$ cat src/hdl/rmq_pkg.sv
// shared types and constants for the rotation matrix to quaternion pipeline
// no dependencies; used by every cell of the chain and by the top level
package rmq_pkg;

  localparam int unsigned Lanes     = 3;
  localparam int unsigned ElemW     = 16;
  localparam int unsigned SqrtSteps = 15;
  localparam int unsigned DivSteps  = 17;
  localparam int unsigned RadW      = 30;
  localparam int unsigned SqRemW    = 18;
  localparam int unsigned RootW     = 15;
  localparam int unsigned MagW      = 17;
  localparam int unsigned DivRemW   = 17;
  localparam int unsigned DivW      = 16;
  localparam int unsigned QuoW      = 17;

  // code of the branch equals the output slot of the square-root term
  typedef enum logic [1:0] {
    BrX = 2'd0,
    BrY = 2'd1,
    BrZ = 2'd2,
    BrW = 2'd3
  } branch_e;

  typedef struct packed {
    logic [RadW-1:0]              rad;
    logic [SqRemW-1:0]            rem;
    logic [RootW-1:0]             root;
    branch_e                      br;
    logic [Lanes-1:0]             neg;
    logic [Lanes-1:0][MagW-1:0]   mag;
  } sqrt_t;

  typedef struct packed {
    logic [RootW-1:0]             q;
    branch_e                      br;
    logic [Lanes-1:0]             neg;
    logic [Lanes-1:0]             zero;
    logic [Lanes-1:0]             ovf;
    logic [Lanes-1:0][RadW-1:0]   dvd;
    logic [Lanes-1:0][DivRemW-1:0] rem;
    logic [Lanes-1:0][QuoW-1:0]   quo;
  } div_t;

endpackage

$ cat src/hdl/rmq_prep.sv
// rounds the root and sets up the three dividends with the overflow check
// depends on rmq_pkg
module rmq_prep (
  input  logic            clk_i,
  input  logic            rst_ni,
  input  logic            in_valid_i,
  output logic            in_ready_o,
  input  rmq_pkg::sqrt_t  in_data_i,
  output logic            out_valid_o,
  input  logic            out_ready_i,
  output rmq_pkg::div_t   out_data_o
);

  logic                         valid_q;
  rmq_pkg::div_t                data_q, data_d;
  logic [rmq_pkg::RootW-1:0]    q;
  logic [rmq_pkg::RadW-1:0]     dvd;
  logic [rmq_pkg::RadW+2:0]     lim;

  assign in_ready_o  = !valid_q || out_ready_i;
  assign out_valid_o = valid_q;
  assign out_data_o  = data_q;

  always_comb begin
    // round to nearest: remainder above root means the upper neighbor is closer
    q = in_data_i.root +
        rmq_pkg::RootW'(in_data_i.rem > rmq_pkg::SqRemW'(in_data_i.root));
    lim           = {q, 1'b0, 17'b0};
    data_d        = '0;
    data_d.q      = q;
    data_d.br     = in_data_i.br;
    data_d.neg    = in_data_i.neg;
    dvd           = '0;
    for (int k = 0; k < rmq_pkg::Lanes; k++) begin
      dvd = {in_data_i.mag[k], 13'b0} + rmq_pkg::RadW'(q);
      data_d.zero[k] = (in_data_i.mag[k] == '0);
      data_d.ovf[k]  = ({3'b000, dvd} >= lim);
      data_d.rem[k]  = rmq_pkg::DivRemW'(dvd[rmq_pkg::RadW-1:rmq_pkg::DivSteps]);
      data_d.dvd[k]  = dvd;
      data_d.quo[k]  = '0;
    end
  end

  always_ff @(posedge clk_i or negedge rst_ni) begin
    if (!rst_ni) begin
      valid_q <= 1'b0;
    end else if (in_ready_o) begin
      valid_q <= in_valid_i;
    end
  end

  always_ff @(posedge clk_i) begin
    if (in_valid_i && in_ready_o) begin
      data_q <= data_d;
    end
  end

endmodule

$ cat config.mk
export PLATFORM = sky130hd
export DESIGN_NAME = rmq_prep
export DESIGN_NICKNAME = d
export VERILOG_FILES = /design/src/hdl/rmq_pkg.sv /design/src/hdl/rmq_prep.sv
export SDC_FILE = /design/constraint.sdc
export NUM_CORES = 1
export LEC_CHECK = 0
export ABC_AREA = 1
export BUFFER_PORTS_ARGS = -buffer_cell sky130_fd_sc_hd__buf_4
export CAP_MARGIN = 20
export CELL_PAD_IN_SITES_DETAIL_PLACEMENT = 0
export CELL_PAD_IN_SITES_GLOBAL_PLACEMENT = 1
export CORE_MARGIN = 2
export CORE_UTILIZATION = 35
export DETAILED_ROUTE_END_ITERATION = 6
export GPL_TIMING_DRIVEN = 0
export PLACE_DENSITY = 0.95
export SYNTH_ARGS = -nofsm -noshare
export SYNTH_HDL_FRONTEND = slang
export SYNTH_SLANG_ARGS = --single-unit
$ cat constraint.sdc
create_clock -name clk_i -period 11.7 [get_ports clk_i]
set_clock_uncertainty 0.2 [all_clocks]
set_input_delay 2.34 -clock clk_i [delete_from_list [all_inputs] [get_ports clk_i]]
set_output_delay 2.34 -clock clk_i [all_outputs]
set_load 0.02 [all_outputs]
==> flow_results.xml, run 1 <==
<?xml version="1.0" encoding="UTF-8"?>
<metrics>
  <group name="grt">
    <metric name="via_count_of_the_first_global_routing_pass" unit="">5304</metric>
    <metric name="antenna_found_initial" unit="">1</metric>
    <metric name="largest_net_degree_at_the_start_of_global_routing" unit="">32</metric>
    <metric name="grt_usage" unit="">0.185</metric>
    <metric name="grt_first_pass_wirelength" unit="mm">27.8</metric>
    <metric name="globalRoute.totalOverflow" unit="">0</metric>
  </group>
  <group name="pwr">
    <metric name="largest_vdd_supply_drop" unit="V">0.0000671</metric>
    <metric name="leakagePower" unit="nW">4.77</metric>
    <metric name="p_per_area" unit="nW/µm²">97.2</metric>
  </group>
  <group name="critical_path">
    <metric name="r2r_setup_slack" unit="ns">9.82</metric>
    <metric name="crit_path_max_fanout" unit="">7</metric>
    <metric name="worst_setup_path_type" unit="">input pin to register</metric>
    <metric name="timing.critical_path.arrival" unit="ns">7.38</metric>
    <metric name="crit_required" unit="ns">11.59</metric>
    <metric name="cp_common_cell" unit="">sky130_fd_sc_hd__nand2_1</metric>
    <metric name="slowest_delay" unit="ns">0.36</metric>
    <metric name="worst_path_max_delay_cell" unit="">sky130_fd_sc_hd__ha_1</metric>
    <metric name="end_kind" unit="">register</metric>
    <metric name="crit_path_start_kind" unit="">input pin</metric>
  </group>
  <group name="finish">
    <metric name="area_overhead_of_the_layout_relative_to_synthesis" unit="%">41.7</metric>
    <metric name="commonest_cells_after_routing_fill_and_taps_aside" unit="">390 x sky130_fd_sc_hd__buf_4, 144 x sky130_fd_sc_hd__nand2_1, 103 x sky130_fd_sc_hd__inv_1</metric>
    <metric name="post-route-util" unit="">0.509</metric>
    <metric name="fin_nets" unit="">1264</metric>
    <metric name="layout_commonest_cell" unit="">sky130_fd_sc_hd__buf_4</metric>
    <metric name="n_fill_cell" unit="">1726</metric>
    <metric name="drive_above_1_share" unit="">0.408</metric>
    <metric name="antenna_cells" unit="">0</metric>
    <metric name="total_non_filler_cell_area_in_the_finished_layout" unit="µm²">9240</metric>
  </group>
  <group name="logic_synthesis">
    <metric name="synth_seq_cells" unit="">78</metric>
    <metric name="post-synth-top-area-cell" unit="">sky130_fd_sc_hd__edfxtp_1</metric>
    <metric name="netlist_top_cells_area" unit="">sky130_fd_sc_hd__edfxtp_1 35%, sky130_fd_sc_hd__buf_4 16%, sky130_fd_sc_hd__ha_1 11%</metric>
    <metric name="yosysWarningCount" unit="">0</metric>
    <metric name="syn_avg_cell_area" unit="µm²">8.63</metric>
    <metric name="netlist_instances" unit="">755</metric>
    <metric name="synth-async-reset-ratio" unit="">0.0128</metric>
    <metric name="synth.yosys.seq_area_share" unit="">0.359</metric>
    <metric name="synthDominantCellAreaShare" unit="">0.355</metric>
    <metric name="syn_area" unit="µm²">6520</metric>
    <metric name="synth_edf_count" unit="">77</metric>
    <metric name="yosys_most_used_dff" unit="">sky130_fd_sc_hd__edfxtp_1</metric>
    <metric name="netlist-cell-type-count" unit="">35</metric>
  </group>
  <group name="drt">
    <metric name="drc" unit="">0</metric>
    <metric name="detail_route.vias_per_cell" unit="">4.27</metric>
    <metric name="dr.pass1.iters" unit="">5</metric>
    <metric name="vias" unit="">5596</metric>
    <metric name="drtIter0Drc" unit="">229</metric>
    <metric name="drtAntennaViolNets" unit="">0</metric>
    <metric name="drt-total-wl" unit="mm">18.7</metric>
    <metric name="drt-wirelength-per-cell" unit="µm">14.2</metric>
  </group>
  <group name="sta">
    <metric name="fin_hold_ws" unit="ns">0.411</metric>
    <metric name="finalWorstSetupSlack" unit="ns">4.21</metric>
    <metric name="rsz0062_at_grt" unit="">false</metric>
    <metric name="final.setup.tns" unit="ns">0</metric>
    <metric name="slew_headroom" unit="">0.498</metric>
    <metric name="hold_violations" unit="">0</metric>
    <metric name="timing.final.crit_period" unit="ns">7.49</metric>
    <metric name="setup_violations" unit="">0</metric>
    <metric name="post_route_clock_period_utilization" unit="">0.640</metric>
    <metric name="final-max-slew-violation-count" unit="">0</metric>
    <metric name="clock.fmax" unit="GHz">0.133</metric>
    <metric name="worst-slew-pin-transition" unit="ns">0.752</metric>
  </group>
  <group name="placement">
    <metric name="placed_cell_area" unit="µm²">8960</metric>
    <metric name="port_buffers" unit="">249</metric>
    <metric name="place_ws" unit="ns">3.88</metric>
    <metric name="hpwlAfterDp" unit="mm">15.4</metric>
    <metric name="gpl.final_weighted_congestion" unit="">0.835</metric>
  </group>
  <group name="floorplanning">
    <metric name="initial_cell_density_of_the_core" unit="">0.359</metric>
    <metric name="core_area" unit="µm²">18100</metric>
    <metric name="fp.dieArea" unit="µm²">19700</metric>
    <metric name="num_io_pins" unit="">343</metric>
    <metric name="die_h" unit="µm">140</metric>
    <metric name="placementRows" unit="">49</metric>
    <metric name="die_x" unit="µm">140</metric>
  </group>
  <group name="clock_tree">
    <metric name="cts_tree" unit="">done</metric>
    <metric name="worst_skew_pair.late_latency" unit="ns">0.34</metric>
    <metric name="cts.reportedPaths.clkPinSlew" unit="ns">0.06</metric>
    <metric name="tritoncts_sinks" unit="">78</metric>
    <metric name="cts.htree.levels" unit="">3</metric>
    <metric name="cts.repair.resized" unit="">0</metric>
    <metric name="cts-buffers-inserted" unit="">9</metric>
    <metric name="clock-root-buffer" unit="">sky130_fd_sc_hd__clkbuf_16</metric>
    <metric name="post_cts_hold_buffer_count" unit="">0</metric>
    <metric name="buffer_levels_on_the_longest_clock_path" unit="">2</metric>
    <metric name="post-cts-setup-buffer-count" unit="">0</metric>
  </group>
  <group name="min_path">
    <metric name="worstHoldPathType" unit="">register to register</metric>
  </group>
  <group name="job">
    <metric name="max_cap_viol_count" unit="">0</metric>
  </group>
  <group name="run_status">
    <metric name="status" unit="">completed</metric>
  </group>
</metrics>
## Yosys cell counts, drive strengths merged, types with 2 or more instances
library cell	count
o22ai	2
or2	2
inv	104
nor2	68
nand4	14
nor4	10
a21oi	21
xor2	29
xnor2	10
nand2	151
fa	3
nor3	11
nand3	35
nand3b	5
buf	141
edfxtp	77
o21ai	6
ha	59
## where the power goes
| group | total, mW | internal (mW) | switching, mW | leakage (nW) |
|---|---|---|---|---|
| Sequential | 0.339 | 0.329 | 0.00968 | 0.747 |
| Combinational | 0.285 | 0.125 | 0.160 | 3.89 |
| Clock | 0.274 | 0.163 | 0.111 | 0.130 |
## kinds of logic (layout without fill, tap and decap cells)
logic type,Yosys count,in the layout,synth area share
other,1,63,0.000575
adder cells (fa/ha/maj),62,62,0.122
XOR/XNOR,39,39,0.0524
flip-flops,78,78,0.359
AO/OA/AOI/OAI,34,34,0.0294
AND/OR/NAND/NOR,296,296,0.214
buffers and inverters,245,510,0.222
## routing by layer
layer  GRT usage  share of wire  up-vias
met5           0        0.00054        -
met3      0.0503          0.078       19
li1            -              -     2894
met4      0.0453          0.013        2
met1       0.211           0.39     2462
met2       0.343           0.52      219
## path summary, 6_finish.rpt
check / startpoint / endpoint / depth (start not counted)
max in group asynchronous: rst_ni / out_valid_o$_DFFE_PN0N_ / 1
hold reg to reg: out_valid_o$_DFFE_PN0N_ / out_valid_o$_DFFE_PN0N_ / 2
min in group asynchronous: rst_ni / out_valid_o$_DFFE_PN0N_ / 1
hold / removal: out_valid_o$_DFFE_PN0N_ / out_valid_o$_DFFE_PN0N_ / 2
setup reg to reg: out_valid_o$_DFFE_PN0N_ / out_data_o[203]$_DFFE_PP_ / 2
setup / recovery: in_data_i[70] / out_data_o[194]$_DFFE_PP_ / 37
## final cells by class
cell class | count | area, µm² | share of cell area
Multi-Input combinational cell | 494 | 2980 | 0.322
Sequential cell | 78 | 2340 | 0.253
Inverter | 104 | 390 | 0.0423
Buffer | 141 | 1060 | 0.115
Clock inverter | 4 | 50.0 | 0.00542
Tap cell | 229 | 287 | 0.0310
Clock buffer | 10 | 229 | 0.0248
Timing Repair Buffer | 251 | 1910 | 0.207
## flip-flops by register name, indices dropped and copies added (netlist names)
signal and count:
out_data_o 77, out_valid_o 1
## metrics by stage
stage	power, mW	cells
2_1_floorplan	0.518	817
3_3_place_gp	0.627	1295
3_5_place_dp	0.631	1297
4_1_cts	0.908	1311
5_1_grt	0.941	1311
6_report	0.898	1311
## critical path: cells and delay by family
| family | cells | cell delay (ns) |
|---|---|---|
| adder cells (fa/ha/maj) | 5 | 1.26 |
| buffers and inverters | 6 | 0.54 |
| AND/OR/NAND/NOR | 20 | 2.29 |
| AO/OA/AOI/OAI | 4 | 0.47 |
| XOR/XNOR | 2 | 0.44 |
(Power assumes the default switching activity.)
==> run 2, diff against run 1 <==
--- a/config.mk
+++ b/config.mk
@@ -11,10 +11,10 @@
 export CELL_PAD_IN_SITES_DETAIL_PLACEMENT = 0
 export CELL_PAD_IN_SITES_GLOBAL_PLACEMENT = 1
 export CORE_MARGIN = 2
-export CORE_UTILIZATION = 35
+export CORE_UTILIZATION = 33
 export DETAILED_ROUTE_END_ITERATION = 6
 export GPL_TIMING_DRIVEN = 0
-export PLACE_DENSITY = 0.95
+export PLACE_DENSITY = 0.91
 export SYNTH_ARGS = -nofsm -noshare
 export SYNTH_HDL_FRONTEND = slang
 export SYNTH_SLANG_ARGS = --single-unit
==> constraint.sdc (replaced) <==
create_clock -name clk_i -period 7.6 [get_ports clk_i]
set_clock_uncertainty 0.2 [all_clocks]
set_input_delay 1.52 -clock clk_i [delete_from_list [all_inputs] [get_ports clk_i]]
set_output_delay 1.52 -clock clk_i [all_outputs]
set_load 0.02 [all_outputs]
==> flow_results.xml, run 2 (same netlist as run 1, synthesis figures left out) <==
<?xml version="1.0" encoding="UTF-8"?>
<metrics>
  <group name="run_status">
    <metric name="status" unit="">completed</metric>
  </group>
  <group name="pwr">
    <metric name="leakagePower" unit="nW">4.79</metric>
    <metric name="p_per_area" unit="nW/µm²">152</metric>
    <metric name="fin_total_pwr" unit="mW">1.41</metric>
    <metric name="largest_vdd_supply_drop" unit="V">0.000118</metric>
  </group>
  <group name="clock_tree">
    <metric name="cts.reportedPaths.clkPinSlew" unit="ns">0.06</metric>
    <metric name="tritoncts_sinks" unit="">78</metric>
    <metric name="buffer_levels_on_the_longest_clock_path" unit="">2</metric>
    <metric name="cts.repair.resized" unit="">0</metric>
    <metric name="post_cts_hold_buffer_count" unit="">0</metric>
    <metric name="worst_skew_pair.late_latency" unit="ns">0.34</metric>
    <metric name="cts-buffers-inserted" unit="">9</metric>
    <metric name="cts.htree.levels" unit="">3</metric>
    <metric name="cts_tree" unit="">done</metric>
    <metric name="post-cts-setup-buffer-count" unit="">0</metric>
    <metric name="clock-root-buffer" unit="">sky130_fd_sc_hd__clkbuf_16</metric>
  </group>
  <group name="sta">
    <metric name="final-max-slew-violation-count" unit="">0</metric>
    <metric name="clock.fmax" unit="GHz">0.150</metric>
    <metric name="hold_violations" unit="">0</metric>
    <metric name="rsz0062_at_grt" unit="">false</metric>
    <metric name="timing.final.crit_period" unit="ns">6.66</metric>
    <metric name="setup_violations" unit="">0</metric>
    <metric name="finalWorstSetupSlack" unit="ns">0.944</metric>
    <metric name="slew_headroom" unit="">0.417</metric>
    <metric name="worst-slew-pin-transition" unit="ns">0.873</metric>
    <metric name="post_route_clock_period_utilization" unit="">0.876</metric>
  </group>
  <group name="placement">
    <metric name="placed_cell_area" unit="µm²">9000</metric>
    <metric name="port_buffers" unit="">249</metric>
    <metric name="placed_cells" unit="">1333</metric>
    <metric name="gpl.final_weighted_congestion" unit="">0.809</metric>
    <metric name="hpwlAfterDp" unit="mm">15.3</metric>
    <metric name="place_ws" unit="ns">0.606</metric>
  </group>
  <group name="finish">
    <metric name="fin_nets" unit="">1264</metric>
    <metric name="largest_reg_flops" unit="">77</metric>
    <metric name="layout_commonest_cell" unit="">sky130_fd_sc_hd__buf_4</metric>
    <metric name="area_overhead_of_the_layout_relative_to_synthesis" unit="%">42.8</metric>
    <metric name="instances_no_fill" unit="">1349</metric>
    <metric name="n_fill_cell" unit="">1917</metric>
    <metric name="total_non_filler_cell_area_in_the_finished_layout" unit="µm²">9310</metric>
    <metric name="antenna_cells" unit="">0</metric>
    <metric name="commonest_cells_after_routing_fill_and_taps_aside" unit="">390 x sky130_fd_sc_hd__buf_4, 144 x sky130_fd_sc_hd__nand2_1, 103 x sky130_fd_sc_hd__inv_1</metric>
    <metric name="drive_above_1_share" unit="">0.409</metric>
  </group>
  <group name="drt">
    <metric name="drt-total-wl" unit="mm">18.6</metric>
    <metric name="drtAntennaViolNets" unit="">0</metric>
    <metric name="detail_route.vias_per_cell" unit="">4.17</metric>
    <metric name="vias" unit="">5623</metric>
    <metric name="drtIter0Drc" unit="">218</metric>
    <metric name="dr.pass1.iters" unit="">4</metric>
    <metric name="drt-wirelength-per-cell" unit="µm">13.8</metric>
    <metric name="drc" unit="">0</metric>
  </group>
  <group name="grt">
    <metric name="grt_first_pass_wirelength" unit="mm">26.3</metric>
    <metric name="globalRoute.totalOverflow" unit="">0</metric>
    <metric name="antenna_found_initial" unit="">0</metric>
    <metric name="largest_net_degree_at_the_start_of_global_routing" unit="">31</metric>
    <metric name="grt_usage" unit="">0.171</metric>
    <metric name="via_count_of_the_first_global_routing_pass" unit="">4991</metric>
  </group>
  <group name="critical_path">
    <metric name="crit_path_max_fanout" unit="">7</metric>
    <metric name="crit_path_start_kind" unit="">input pin</metric>
    <metric name="cell_class_contributing_the_biggest_share_of_worst_path_delay" unit="">simple AND/OR/NAND/NOR gates</metric>
    <metric name="timing.critical_path.arrival" unit="ns">6.55</metric>
    <metric name="worst_path_max_delay_cell" unit="">sky130_fd_sc_hd__ha_1</metric>
    <metric name="cp_common_cell" unit="">sky130_fd_sc_hd__nand2_1</metric>
    <metric name="worst_setup_path_type" unit="">input pin to register</metric>
    <metric name="slowest_delay" unit="ns">0.37</metric>
    <metric name="crit_required" unit="ns">7.50</metric>
    <metric name="end_kind" unit="">register</metric>
    <metric name="timing.critical_path.buf_inv" unit="">6</metric>
  </group>
  <group name="floorplanning">
    <metric name="die_h" unit="µm">145</metric>
    <metric name="fp.dieArea" unit="µm²">20900</metric>
    <metric name="die_x" unit="µm">145</metric>
    <metric name="core_area" unit="µm²">19400</metric>
    <metric name="num_io_pins" unit="">343</metric>
    <metric name="initial_cell_density_of_the_core" unit="">0.336</metric>
    <metric name="placementRows" unit="">51</metric>
  </group>
  <group name="min_path">
    <metric name="worstHoldPathType" unit="">register to register</metric>
  </group>
  <group name="job">
    <metric name="max_cap_viol_count" unit="">0</metric>
  </group>
</metrics>
-- run 2: path summary, 6_finish.rpt --
kind	start	to	slack [ns]	cells past startpoint
max in group asynchronous	rst_ni	out_valid_o$_DFFE_PN0N_	6.38	1
max	in_data_i[70]	out_data_o[194]$_DFFE_PP_	0.94	37
min in group asynchronous	rst_ni	out_valid_o$_DFFE_PN0N_	0.74	1
min reg2reg	out_valid_o$_DFFE_PN0N_	out_valid_o$_DFFE_PN0N_	0.41	2
min	out_valid_o$_DFFE_PN0N_	out_valid_o$_DFFE_PN0N_	0.41	2
max reg2reg	out_valid_o$_DFFE_PN0N_	out_data_o[196]$_DFFE_PP_	5.64	2
-- run 2: final cells by class --
type | instances | area (µm²) | area share
plain buffers | 141 | 1060 | 0.114
multi-input cells | 494 | 2980 | 0.320
clock inverters | 5 | 65.1 | 0.00699
inverters | 104 | 390 | 0.0419
clock buffers | 11 | 243 | 0.0261
repair buffers | 251 | 1910 | 0.205
flip-flops and latches | 78 | 2340 | 0.251
well taps | 265 | 332 | 0.0356
-- run 2: where the power goes --
| part | switching [mW] | internal (mW) |
|---|---|---|
| registers | 0.0146 | 0.506 |
| logic | 0.246 | 0.192 |
| clock network | 0.188 | 0.267 |
-- run 2: layer usage --
metal | vias up | wire length (µm) | global-route usage
li1 | 2904 | - | -
met1 | 2511 | 7570 | 0.205
met2 | 191 | 9470 | 0.310
met3 | 17 | 1350 | 0.0358
met4 | 0 | 245 | 0.0445
met5 | - | 0 | 0
-- run 2: per-stage QoR --
stage	TNS, ns	utilization	hold slack [ns]
final	0	0.480	0.409
after global routing	0	0.480	0.442
after CTS	0	0.480	0.418
after detailed placement	0	0.464	0.403
after global placement	-26.74	0.461	0.304
after floorplan	0	-	0.568
-- run 2: worst reg2reg max path: cells and delay by family, from the launching register on --
family | cells | cell delay (ns)
buf+inv | 1 | 0.30
compound gates | 1 | 0.71
flops | 1 | 0.42
==> run 3, diff against run 2 <==
--- a/config.mk
+++ b/config.mk
@@ -10,11 +10,14 @@
 export CAP_MARGIN = 20
 export CELL_PAD_IN_SITES_DETAIL_PLACEMENT = 0
 export CELL_PAD_IN_SITES_GLOBAL_PLACEMENT = 1
+export CORE_ASPECT_RATIO = 0.8
 export CORE_MARGIN = 2
 export CORE_UTILIZATION = 33
+export CTS_CLUSTER_SIZE = 40
 export DETAILED_ROUTE_END_ITERATION = 6
 export GPL_TIMING_DRIVEN = 0
 export PLACE_DENSITY = 0.91
+export RECOVER_POWER = 100
 export SYNTH_ARGS = -nofsm -noshare
 export SYNTH_HDL_FRONTEND = slang
 export SYNTH_SLANG_ARGS = --single-unit
==> flow_results.xml, run 3 (same netlist as run 1, synthesis figures left out) <==
<?xml version="1.0" encoding="UTF-8"?>
<metrics>
  <group name="critical_path">
    <metric name="crit_path_max_fanout" unit="">7</metric>
    <metric name="timing.reg2reg.worst_path_depth" unit="">2</metric>
    <metric name="end_kind" unit="">register</metric>
    <metric name="r2r_setup_slack" unit="ns">3.88</metric>
    <metric name="slowest_delay" unit="ns">0.38</metric>
    <metric name="worst_path_max_delay_cell" unit="">sky130_fd_sc_hd__ha_1</metric>
    <metric name="worst_setup_path_type" unit="">input pin to register</metric>
    <metric name="crit_path_start_kind" unit="">input pin</metric>
    <metric name="crit_required" unit="ns">7.58</metric>
    <metric name="crit-reg2reg-capture" unit="">out_data_o[212]$_DFFE_PP_</metric>
    <metric name="cp_common_cell" unit="">sky130_fd_sc_hd__nand2_1</metric>
    <metric name="regToRegStartpoint" unit="">out_valid_o$_DFFE_PN0N_</metric>
    <metric name="timing.critical_path.arrival" unit="ns">6.89</metric>
  </group>
  <group name="floorplanning">
    <metric name="fp.dieArea" unit="µm²">20900</metric>
    <metric name="die_x" unit="µm">161</metric>
    <metric name="core_area" unit="µm²">19100</metric>
    <metric name="placementRows" unit="">45</metric>
    <metric name="die_h" unit="µm">130</metric>
    <metric name="initial_cell_density_of_the_core" unit="">0.341</metric>
    <metric name="num_io_pins" unit="">343</metric>
  </group>
  <group name="pwr">
    <metric name="seq_power_share" unit="">0.365</metric>
    <metric name="leakagePower" unit="nW">4.43</metric>
    <metric name="p_per_area" unit="nW/µm²">160</metric>
    <metric name="power.share.clock" unit="">0.348</metric>
    <metric name="power_report.internal_total" unit="mW">0.992</metric>
    <metric name="power.switching_fraction" unit="">0.305</metric>
    <metric name="largest_vdd_supply_drop" unit="V">0.0000950</metric>
    <metric name="fin_total_pwr" unit="mW">1.43</metric>
    <metric name="total_switching_power" unit="mW">0.434</metric>
    <metric name="combinationalPowerShare" unit="">0.287</metric>
  </group>
  <group name="grt">
    <metric name="largest_net_degree_at_the_start_of_global_routing" unit="">32</metric>
    <metric name="via_count_of_the_first_global_routing_pass" unit="">5068</metric>
    <metric name="antenna_found_initial" unit="">0</metric>
    <metric name="globalRoute.totalOverflow" unit="">0</metric>
    <metric name="grt_first_pass_wirelength" unit="mm">27.7</metric>
    <metric name="grt_usage" unit="">0.173</metric>
  </group>
  <group name="drt">
    <metric name="detail_route.vias_per_cell" unit="">4.14</metric>
    <metric name="drtIter0Drc" unit="">299</metric>
    <metric name="drtAntennaViolNets" unit="">0</metric>
    <metric name="drt-total-wl" unit="mm">18.7</metric>
    <metric name="vias" unit="">5551</metric>
    <metric name="drc" unit="">0</metric>
    <metric name="drt-wirelength-per-cell" unit="µm">14.0</metric>
    <metric name="dr.pass1.iters" unit="">4</metric>
  </group>
  <group name="run_status">
    <metric name="violations_in_the_final_reports" unit="">max-capacitance violations, max-slew violations</metric>
    <metric name="status" unit="">finished, violations left</metric>
  </group>
  <group name="sta">
    <metric name="final-max-slew-violation-count" unit="">82</metric>
    <metric name="post_route_clock_period_utilization" unit="">0.909</metric>
    <metric name="slew_headroom" unit="">-0.275</metric>
    <metric name="rsz0062_at_grt" unit="">false</metric>
    <metric name="fin_hold_ws" unit="ns">0.351</metric>
    <metric name="clock.fmax" unit="GHz">0.145</metric>
    <metric name="setup_violations" unit="">0</metric>
    <metric name="hold_violations" unit="">0</metric>
    <metric name="worst-slew-pin-transition" unit="ns">1.91</metric>
    <metric name="timing.final.crit_period" unit="ns">6.91</metric>
  </group>
  <group name="clock_tree">
    <metric name="post_cts_hold_buffer_count" unit="">0</metric>
    <metric name="cts.reportedPaths.clkPinSlew" unit="ns">0.06</metric>
    <metric name="buffer_levels_on_the_longest_clock_path" unit="">2</metric>
    <metric name="clock-root-buffer" unit="">sky130_fd_sc_hd__clkbuf_16</metric>
    <metric name="cts.htree.levels" unit="">3</metric>
    <metric name="tritoncts_sinks" unit="">78</metric>
    <metric name="cts-buffers-inserted" unit="">9</metric>
    <metric name="post-cts-setup-buffer-count" unit="">0</metric>
    <metric name="worst_skew_pair.late_latency" unit="ns">0.33</metric>
    <metric name="cts_tree" unit="">done</metric>
    <metric name="cts.repair.resized" unit="">0</metric>
  </group>
  <group name="min_path">
    <metric name="worst_hold_path.endpoint" unit="">out_valid_o$_DFFE_PN0N_</metric>
    <metric name="worstHoldPathType" unit="">register to register</metric>
    <metric name="timing.hold.worst_path_depth" unit="">2</metric>
    <metric name="min_from" unit="">out_valid_o$_DFFE_PN0N_</metric>
  </group>
  <group name="finish">
    <metric name="drive_above_1_share" unit="">0.311</metric>
    <metric name="antenna_cells" unit="">0</metric>
    <metric name="commonest_cells_after_routing_fill_and_taps_aside" unit="">223 x sky130_fd_sc_hd__buf_4, 146 x sky130_fd_sc_hd__nand2_1, 103 x sky130_fd_sc_hd__inv_1</metric>
    <metric name="fin_nets" unit="">1264</metric>
    <metric name="total_non_filler_cell_area_in_the_finished_layout" unit="µm²">8890</metric>
    <metric name="layout_commonest_cell" unit="">sky130_fd_sc_hd__buf_4</metric>
    <metric name="instances_no_fill" unit="">1341</metric>
    <metric name="area_overhead_of_the_layout_relative_to_synthesis" unit="%">36.4</metric>
    <metric name="largest_reg_flops" unit="">77</metric>
  </group>
  <group name="job">
    <metric name="max_cap_viol_count" unit="">3</metric>
  </group>
  <group name="placement">
    <metric name="placed_cells" unit="">1326</metric>
    <metric name="gpl.final_weighted_congestion" unit="">0.808</metric>
    <metric name="port_buffers" unit="">249</metric>
    <metric name="placed_cell_area" unit="µm²">8990</metric>
    <metric name="hpwlAfterDp" unit="mm">15.6</metric>
  </group>
</metrics>
[run 3: cell types whose count changed in the layout (fill, tap and decap cells not counted), sizes merged]
cell	change
buf	-169
clkbuf	+167
inv	-3
bufinv	+2
clkinv	+1
clkinvlp	+1
[run 3: how the worst max path moves through the flow]
stage | startpoint | end | slack (ns) | cells after the start
after global routing | in_data_i[70] | out_data_o[194]$_DFFE_PP_ | 0.02 | 38
after global placement | in_valid_i | out_data_o[152]$_DFFE_PP_ | -0.25 | 3
after CTS | in_data_i[70] | out_data_o[194]$_DFFE_PP_ | 0.74 | 39
final | in_data_i[70] | out_data_o[193]$_DFFE_PP_ | 0.69 | 37
after floorplan | in_data_i[70] | out_data_o[194]$_DFFE_PP_ | 1.54 | 36
after detailed placement | in_data_i[70] | out_data_o[194]$_DFFE_PP_ | 0.43 | 39
[run 3: power groups by stage]
| stage | Combinational [mW] | Sequential (mW) | Clock [mW] |
|---|---|---|---|
| 2_1_floorplan | 0.235 | 0.562 | 0 |
| 3_3_place_gp | 0.432 | 0.535 | 0 |
| 3_5_place_dp | 0.442 | 0.530 | 0 |
| 4_1_cts | 0.443 | 0.521 | 0.512 |
| 5_1_grt | 0.452 | 0.524 | 0.525 |
| 6_report | 0.410 | 0.520 | 0.496 |
[run 3: area by class of cell]
type,instances,area [µm²]
buffer,141,1060
clock buffer,9,225
clock inverter,6,111
fill,1953,10300
inverter,104,390
multi-input combinational,494,2900
sequential,78,2340
tap,258,323
timing repair buffer,251,1550
[run 3: per-stage QoR]
stage / TNS [ns] / utilization / setup slack (ns)
6_report: 0 / 0.465 / 0.692
5_1_grt: 0 / 0.465 / 0.0169
4_1_cts: 0 / 0.487 / 0.745
3_5_place_dp: 0 / 0.470 / 0.433
3_3_place_gp: -19.23 / 0.467 / -0.255
2_1_floorplan: 0 / - / 1.54
[run 3: per-layer routing]
metal | up-vias | share of wire | GRT usage
li1 | 2905 | - | -
met3 | 9 | 0.070 | 0.0455
met2 | 197 | 0.48 | 0.302
met1 | 2440 | 0.45 | 0.221
met5 | - | 0 | 0
met4 | 0 | 0.0080 | 0.0305
[run 3: worst max-delay path, delay by kind of cell]
kind	cells	cell delay, ns
adder cells (fa/ha/maj)	5	1.21
AO/OA/AOI/OAI	2	0.22
AND/OR/NAND/NOR	23	2.97
buffers and inverters	5	0.51
XOR/XNOR	2	0.44
